--- config.mk ---
export PLATFORM = sky130hd
export DESIGN_NAME = sje_mac
export DESIGN_NICKNAME = d
export VERILOG_FILES = /design/src/sv/sje_pkg.sv /design/src/sv/sje_mac.sv
export SDC_FILE = /design/constraint.sdc
export NUM_CORES = 2
export LEC_CHECK = 0
export CORE_ASPECT_RATIO = 0.7
export CORE_UTILIZATION = 50
export CTS_CLUSTER_SIZE = 10
export DETAILED_ROUTE_END_ITERATION = 6
export DONT_BUFFER_PORTS = 1
export GPL_ROUTABILITY_DRIVEN = 0
export GPL_TIMING_DRIVEN = 0
export HOLD_SLACK_MARGIN = 0.12
export PLACE_DENSITY = 0.67
export SLEW_MARGIN = 20
export SYNTH_ARGS = -nofsm -noshare
export SYNTH_HDL_FRONTEND = slang
export SYNTH_SLANG_ARGS = --single-unit
--- constraint.sdc ---
create_clock -name clk -period 16.2 [get_ports clk]
set_input_delay 2.43 -clock clk [delete_from_list [all_inputs] [get_ports clk]]
set_output_delay 2.43 -clock clk [all_outputs]
set_load 0.01 [all_outputs]
--- src/sv/sje_pkg.sv ---
// Shared types, constants and fixed-point helpers for the 3x3 Jacobi eigen solver.
`timescale 1ns / 1ps

package sje_pkg;

	localparam int DATA_WIDTH   = 32;
	localparam int FRAC_BITS    = 30;
	localparam int CORDIC_STEPS = 32;
	localparam int IO_WIDTH     = 32;
	localparam int IO_FRAC      = 30;

	localparam int IN_WIDTH  = 6 * IO_WIDTH;
	localparam int OUT_WIDTH = 8 * IO_WIDTH;

	localparam int CS_WIDTH  = FRAC_BITS + 2;
	localparam int STEP_W    = $clog2(CORDIC_STEPS);
	localparam int MEM_DEPTH = 18;
	localparam int ADDR_W    = $clog2(MEM_DEPTH);
	localparam int V_BASE    = 9;

	localparam int SWEEP_W    = 4;
	localparam int THR_W      = 20;
	localparam int CFG_IDX_W  = 2;
	localparam int CFG_DATA_W = 20;

	localparam int IO_UP = (FRAC_BITS >= IO_FRAC) ? FRAC_BITS - IO_FRAC : 0;
	localparam int IO_DN = (FRAC_BITS < IO_FRAC) ? IO_FRAC - FRAC_BITS : 0;

	typedef logic signed [DATA_WIDTH-1:0] word_t;
	typedef logic signed [DATA_WIDTH:0]   diff_t;
	typedef logic signed [CS_WIDTH-1:0]   coef_t;
	typedef logic signed [63:0]           wide_t;

	typedef enum logic [CFG_IDX_W-1:0] {
		CFG_SWEEP_LIMIT = 2'd0,
		CFG_CONV_THR    = 2'd1,
		CFG_SKIP_THR    = 2'd2
	} cfg_idx_t;

	typedef struct packed {
		logic  start;
		diff_t vy;
		diff_t vx;
	} cordic_req_t;

	typedef struct packed {
		logic  start;
		word_t u;
		word_t w;
	} mac_req_t;

	localparam wide_t KINV_Q61 = 64'sd1400229935014726477;
	localparam wide_t W_MAX    = (64'sd1 <<< (DATA_WIDTH - 1)) - 64'sd1;
	localparam wide_t W_MIN    = -(64'sd1 <<< (DATA_WIDTH - 1));

	// Shift-subtract long division, evaluated only on constants.
	function automatic logic [63:0] udiv64(input logic [63:0] n, input logic [63:0] d);
		logic [64:0] rem;
		logic [63:0] quo;
		rem = '0;
		quo = '0;
		for (int b = 63; b >= 0; b--) begin
			rem = {rem[63:0], n[b]};
			if (rem >= {1'b0, d}) begin
				rem    = rem - {1'b0, d};
				quo[b] = 1'b1;
			end
		end
		return quo;
	endfunction

	// Integer power series of atan in Q60; step by shift or by divisor.
	function automatic wide_t atan_series(input logic [63:0] p_in, input logic [63:0] divisor,
		input int shift);
		logic [63:0] p;
		wide_t       sum;
		wide_t       t;
		p   = p_in;
		sum = '0;
		for (int k = 0; k < 64; k++) begin
			if (p != 0) begin
				t = $signed(udiv64(p, 64'(2 * k + 1)));
				if ((k & 1) != 0) sum = sum - t;
				else sum = sum + t;
				if (shift != 0) p = (shift < 64) ? (p >> shift) : '0;
				else p = udiv64(p, divisor);
			end
		end
		return sum;
	endfunction

	function automatic logic [CORDIC_STEPS*64-1:0] atan_table();
		logic [CORDIC_STEPS*64-1:0] tab;
		logic [63:0]                one;
		one = 64'd1 << 60;
		tab = '0;
		tab[63:0] = atan_series(one >> 1, 64'd4, 0) + atan_series(udiv64(one, 64'd3), 64'd9, 0);
		for (int i = 1; i < CORDIC_STEPS; i++)
			tab[i*64 +: 64] = atan_series(one >> i, 64'd1, 2 * i);
		return tab;
	endfunction

	localparam logic [CORDIC_STEPS*64-1:0] ATAN_TAB = atan_table();
	localparam wide_t PI_Q60 = $signed(ATAN_TAB[63:0]) <<< 2;

	function automatic word_t satw(input wide_t v);
		if (v > W_MAX) return W_MAX[DATA_WIDTH-1:0];
		if (v < W_MIN) return W_MIN[DATA_WIDTH-1:0];
		return v[DATA_WIDTH-1:0];
	endfunction

	localparam word_t ONE = satw(64'sd1 <<< FRAC_BITS);

	function automatic logic [DATA_WIDTH-1:0] mag_w(input word_t v);
		return v[DATA_WIDTH-1] ? DATA_WIDTH'(-v) : DATA_WIDTH'(v);
	endfunction

	// Round half toward +infinity, then arithmetic shift.
	function automatic wide_t rshr64(input wide_t v, input int s);
		if (s == 0) return v;
		return (v + (64'sd1 <<< (s - 1))) >>> s;
	endfunction

	function automatic word_t from_io(input logic [IO_WIDTH-1:0] raw);
		wide_t v;
		v = 64'($signed(raw));
		if (IO_UP > 0) v = v <<< IO_UP;
		else v = rshr64(v, IO_DN);
		return satw(v);
	endfunction

	function automatic logic [IO_WIDTH-1:0] to_io(input word_t w);
		wide_t v;
		v = 64'(w);
		if (IO_DN > 0) v = v <<< IO_DN;
		else v = rshr64(v, IO_UP);
		if (v > 64'sd2147483647) v = 64'sd2147483647;
		if (v < -64'sd2147483648) v = -64'sd2147483648;
		return v[IO_WIDTH-1:0];
	endfunction

endpackage

--- src/sv/sje_mac.sv ---
// Shared multiplier: forms c*u - s*w and s*u + c*w with rounding and saturation.
`timescale 1ns / 1ps

module sje_mac (
	input  logic              clk,
	input  logic              arst_n,
	input  sje_pkg::mac_req_t req,
	input  sje_pkg::coef_t    cos_i,
	input  sje_pkg::coef_t    sin_i,
	output sje_pkg::word_t    res1_q,
	output sje_pkg::word_t    res2_q,
	output logic              done_q
);

	localparam int PROD_W = sje_pkg::CS_WIDTH + sje_pkg::DATA_WIDTH;
	localparam int RND_W  = sje_pkg::DATA_WIDTH + 1;
	localparam int ACC_W  = sje_pkg::DATA_WIDTH + 2;
	localparam logic signed [PROD_W-1:0] HALF = PROD_W'(1) <<< (sje_pkg::FRAC_BITS - 1);

	logic                        busy_q;
	logic [1:0]                  iss_q;
	sje_pkg::word_t              u_q, w_q;
	logic signed [PROD_W-1:0]    prod_s1;
	logic                        v_s1;
	logic [1:0]                  idx_s1;
	logic signed [RND_W-1:0]     rnd_s2;
	logic                        v_s2;
	logic [1:0]                  idx_s2;
	logic signed [RND_W-1:0]     acc_q;

	sje_pkg::coef_t              coef;
	sje_pkg::word_t              opnd;
	logic signed [PROD_W-1:0]    rsum;
	logic signed [ACC_W-1:0]     sum;

	always_comb begin
		case (iss_q)
			2'd0: begin coef = cos_i;  opnd = u_q; end
			2'd1: begin coef = -sin_i; opnd = w_q; end
			2'd2: begin coef = sin_i;  opnd = u_q; end
			default: begin coef = cos_i; opnd = w_q; end
		endcase
		// ties away from zero: bias down by one on negative products
		rsum = prod_s1 + HALF - PROD_W'(prod_s1[PROD_W-1]);
		sum  = ACC_W'(acc_q) + ACC_W'(rnd_s2);
	end

	always_ff @(posedge clk or negedge arst_n) begin
		if (!arst_n) begin
			busy_q <= 1'b0;
			iss_q  <= '0;
			v_s1   <= 1'b0;
			v_s2   <= 1'b0;
			done_q <= 1'b0;
		end else begin
			done_q <= 1'b0;
			v_s1   <= 1'b0;
			if (req.start) begin
				u_q    <= req.u;
				w_q    <= req.w;
				busy_q <= 1'b1;
				iss_q  <= '0;
			end else if (busy_q) begin
				prod_s1 <= PROD_W'(coef) * PROD_W'(opnd);
				v_s1    <= 1'b1;
				idx_s1  <= iss_q;
				iss_q   <= iss_q + 1'b1;
				if (iss_q == 2'd3) busy_q <= 1'b0;
			end
			v_s2   <= v_s1;
			idx_s2 <= idx_s1;
			rnd_s2 <= RND_W'(rsum >>> sje_pkg::FRAC_BITS);
			if (v_s2) begin
				case (idx_s2)
					2'd1: res1_q <= sje_pkg::satw(64'(sum));
					2'd3: begin
						res2_q <= sje_pkg::satw(64'(sum));
						done_q <= 1'b1;
					end
					default: acc_q <= rnd_s2;
				endcase
			end
		end
	end

endmodule

# Yosys cells after proc, flatten, opt, wreduce, memory -nomap -nowiden
# Index checks and enable logic that the tools add are counted.
# totals
ff_bits	268
inputBits	131
out_inout_bits	65
# classes
addsub	5
n_mul	1
magnitude_cmp	2
eq_ne	5
muxes	29
bitwise_logic	2
n_reduce_logical	9
# op_table
operator	n
2-to-1 mux 32 bit	7
multiplier 32 x 32 -> 64 bit	1
case mux 32 bit (2 select lines)	1
adder 63 x 30 -> 63 bit (second input constant)	1
subtractor 63 x 1 -> 63 bit	1
adder 33 x 33 -> 34 bit	1
> comparator 34 x 32 -> 1 bit (second input constant)	1
less-than comparator 34 x 32 -> 1 bit (second input constant)	1
negation 32 bit	1
2-to-1 mux 1 bit	19
AND reduction 3 bit	4
equality test 2 bit (second input constant)	3
equality test 2 x 1 -> 1 bit (second input constant)	2
2-to-1 mux 2 bit	2
OR reduction 2 bit	2
adder 2 x 1 -> 2 bit (second input constant)	1
logical NOT 2 bit	1
NOT 1 bit	2
AND reduction 2 bit	1
nonzero test 2 bit	1

# Logic depth before layout (Yosys ltp)
# depth
word_depth	10
depth_mapped	42
ltp_nobuf	39

# Least setup slack after synthesis
# Ideal clock, no wire load.
# synth_timing
path_kind	input -> register
from	input sin_i[10]
to	register prod_s1[63] (data pin)
arrival_ps	11652
required_time_ps	15940
setup_slack_ps	4288
path_stages	33
n_path_buf	3
path_cell_list	or4_4 > or2_1 > or3_1 > clkbuf_1 > nand3b_4 > nor3_1 > xnor2_1 > a22oi_2 > a21oi_2 > clkbuf_1 > nand2_1 > fa_1 > fa_1 > fa_1 > fa_1 > inv_1 > fa_1 > fa_1 > fa_1 > fa_1 > ha_1 > clkbuf_1 > a21o_1 > a21o_1 > a21o_1 > a31oi_1 > o21ai_0 > a21oi_1 > o41ai_4 > a2111oi_2 > nor3_4 > a221o_1 > xnor2_1
# synth_between
elab_chain_len	3
# synth_lines
element	line_no	text
start: declaration	sje_mac.sv:9	input sje_pkg::coef_t sin_i,
negation 32 bit	sje_mac.sv:39	2'd1: begin coef = -sin_i; opnd = w_q; end
case mux 32 bit (2 select lines) *	sje_mac.sv:37	case (iss_q)
multiplier 32 x 32 -> 64 bit *	sje_mac.sv:64	prod_s1 <= PROD_W'(coef) * PROD_W'(opnd);
end signal: assignment	sje_mac.sv:64	
end: declaration	sje_mac.sv:23	logic signed [PROD_W-1:0] prod_s1;
# Every way passes the cells marked *; elsewhere a longest branch is shown, timed or not.
# A chain may end at the register's enable or synchronous reset.

# Worst setup path in the final report
# layout_timing
from	input sin_i[5]
to	register prod_s1[63] (data pin)
# The elaborated chain is that of the path after synthesis.

==> flow_summary.yaml <==
logic_synthesis:
  synthAdderAreaFrac: 0.506
  synth_area_um2: 49800
  synth_top_family_by_area: "adder cells"
  synth_mux_area_frac: 0.0152
  syn_nets: 6611
  synth_seq_cells: 268
  synth_warnings: 0
  seq_area_frac_synth: 0.161
  synth-simple-area-share: 0.114
  synth_top_area_share: 0.435
  syn_area_per_cell_um2: 9.74
  yosysMostFrequentCell: "inv_1"
  synth_compound_area_frac: 0.0771
  yosys-top-cells-count: "1100 x inv_1, 1083 x fa_1, 633 x nor2_1"
  ys_types: 86
  async_flop_share: 0.0224
  synth_ff_type: "edfxtp_1"
  synth.area.top_cells: "fa_1 44%, edfxtp_1 16%, inv_1 8.3%"
  postSynthCellCount: 5114
  synth_edf_count: 262
  synth_top_area_cell: "fa_1"
  synth_xor_area_frac: 0.0260
critical_path:
  crit_type: "input pin to register"
  arrival_ps: 14040
  slowest_stage: "clkbuf_1"
  endpoint_kind: "register"
  cp.required_ps: 16520
  reg2reg_depth: 33
  cp_common_cell: "fa_1"
  rrSetupSlack_ps: 3560
  critPathMaxFanout: 10
  critPathCapture: "prod_s1[63]"
  r2r-end: "prod_s1[63]"
  critPathLaunchType: "input pin"
  critPathLaunch: "sin_i[5]"
  r2r_start: "iss_q[0]"
  cpPeakStageDelay_ps: 960
sta:
  rsz0062_at_grt: "no"
  whs_ps: 361
  tightest_slew_ps: 1340
  fmax_mhz: 72.9
  finalCriticalPeriod_ps: 13720
  setup_viol: 0
  final.period_utilization: 0.847
  fin_worst_skew_ps: 44.5
  slew_viol_final: 0
  hold_viol_final: 0
  fin_tns_setup_ps: 0
  relSlewSlack: 0.104
clock_tree:
  cts_buffers: 35
  htreeDepth: 2
  cts_resized: 0
  cts.sinks: 268
  clkLatencyLatePin_ps: 590
  post_cts_buffers: 0
  clockBufferDepth: 3
  path_clk_slew_ps: 60
  cts_hold_buf: 0
  clockRootBuffer: "clkbuf_16"
  cts_tree: "yes"
cells_and_area:
  finalNetCount: 6660
  multiInputGateArea_um2: 37100
  nFillCells: 8736
  drive_above_1_share: 0.0411
  areaGrowthSynthToFinish_pct: 6.39
  regArea_um2: 8020
  finish.cell_count_without_fillers: 6519
min_path:
  hold_class: "register to register"
run_status:
  violations: "design-rule violations"
  outcome: "finished with violations"
die:
  start_util: 0.507
  die_w_um: 379
  die_h_um: 266
  num_rows: 96
  pin_count: 196
  core_um2: 98400
  dieArea_um2: 101000
flow_run:
  drv_cap: 0
place:
  hpwlAfterDp_mm: 136
  port_buffers: 0
  place_inst: 6449
global_route:
  antenna_found_initial: 15
  grt_pass1_vias: 39254
  grt_max_degree: 51
  grt_first_pass_wirelength_mm: 244
  grt_usage: 0.332
  grt-ovfl-total: 0
route:
  post_drt_via_cell_ratio: 5.82
  drt-pass1-iter-count: 7
  ant_nets: 0
  vias: 37910
  wl_per_cell_um: 24.8
  drtIter0Drc: 4422
  routed_wl_mm: 162
  remaining_drc_errors: 15
final cells by class:
class / instances / share of cell area
multi-input combinational: 3544 / 0.700
sequential: 268 / 0.151
inverter: 1100 / 0.0779
tap: 1323 / 0.0312
clock buffer: 40 / 0.0171
buffer: 202 / 0.0166
timing repair buffer: 12 / 0.00337
clock inverter: 11 / 0.00186
antenna: 19 / 0.000897
worst max-delay path: cells and delay by family:
family                   cells  cell delay [ps]
buffers and inverters        7             1430
AND/OR/NAND/NOR             10             2320
XOR/XNOR                     1              450
AO/OA/AOI/OAI                8             2850
adder cells (fa/ha/maj)      9             4500
metal layers:
layer	vias up	wire, um	GRT usage
met1	18997	61300	0.438
met2	2550	64300	0.460
met4	16	8800	0.142
met5	-	546	0.0150
li1	15834	-	-
met3	513	26700	0.163
through the flow:
stage / area [um2] / worst slack, ps / util
CTS: 52900 / 2160 / 0.538
detailed placement: 51900 / 1540 / 0.528
global placement: 51500 / 1720 / 0.523
floorplan: 49800 / 4290 / -
global route: 53000 / 1950 / 0.539
finish: 53000 / 2480 / 0.539
worst min path at each step:
stage / startpoint / to / slack, ps / cells past startpoint
6_report: v_s1 / v_s2 / 360 / 0
2_1_floorplan: v_s1 / v_s2 / 330 / 0
3_3_place_gp: v_s1 / v_s2 / 340 / 0
3_5_place_dp: v_s1 / v_s2 / 350 / 0
4_1_cts: v_s1 / v_s2 / 360 / 0
5_1_grt: v_s1 / v_s2 / 360 / 0
cell families (layout without fill, tap and decap cells):
logic type      count (synthesis)  in the layout
simple gates                 1375           1375
fa+ha+maj                    1366           1366
buf+inv                      1302           1365
compound gates                585            585
flops                         268            268
xor+xnor                      148            148
mux                            70             70
other cells                     0             19
layout by cell type (no fill, tap or decap), types with 34 or more instances in the layout:
| cell type | count |
|---|---|
| nor2_1 | 631 |
| xnor2_1 | 95 |
| fa_1 | 1083 |
| a21oi_1 | 154 |
| clkbuf_1 | 158 |
| o21ai_0 | 107 |
| mux2_2 | 34 |
| clkbuf_16 | 35 |
| a21o_1 | 126 |
| ha_1 | 283 |
| edfxtp_1 | 262 |
| inv_1 | 1099 |
| xor2_1 | 52 |
| nand2_1 | 547 |
state kept, by name, indices dropped and copies added, names as in the netlist:
register / cells
acc_q: 33
v_s1: 1
idx_s2: 2
rnd_s2: 33
done_q: 1
prod_s1: 64
res1_q: 32
w_q: 32
busy_q: 1
idx_s1: 2
u_q: 32
iss_q: 2
v_s2: 1
res2_q: 32
Power is left out: the tool's default activity adds up to more than one toggle a clock period on the data nets, which glitch-free logic cannot reach.
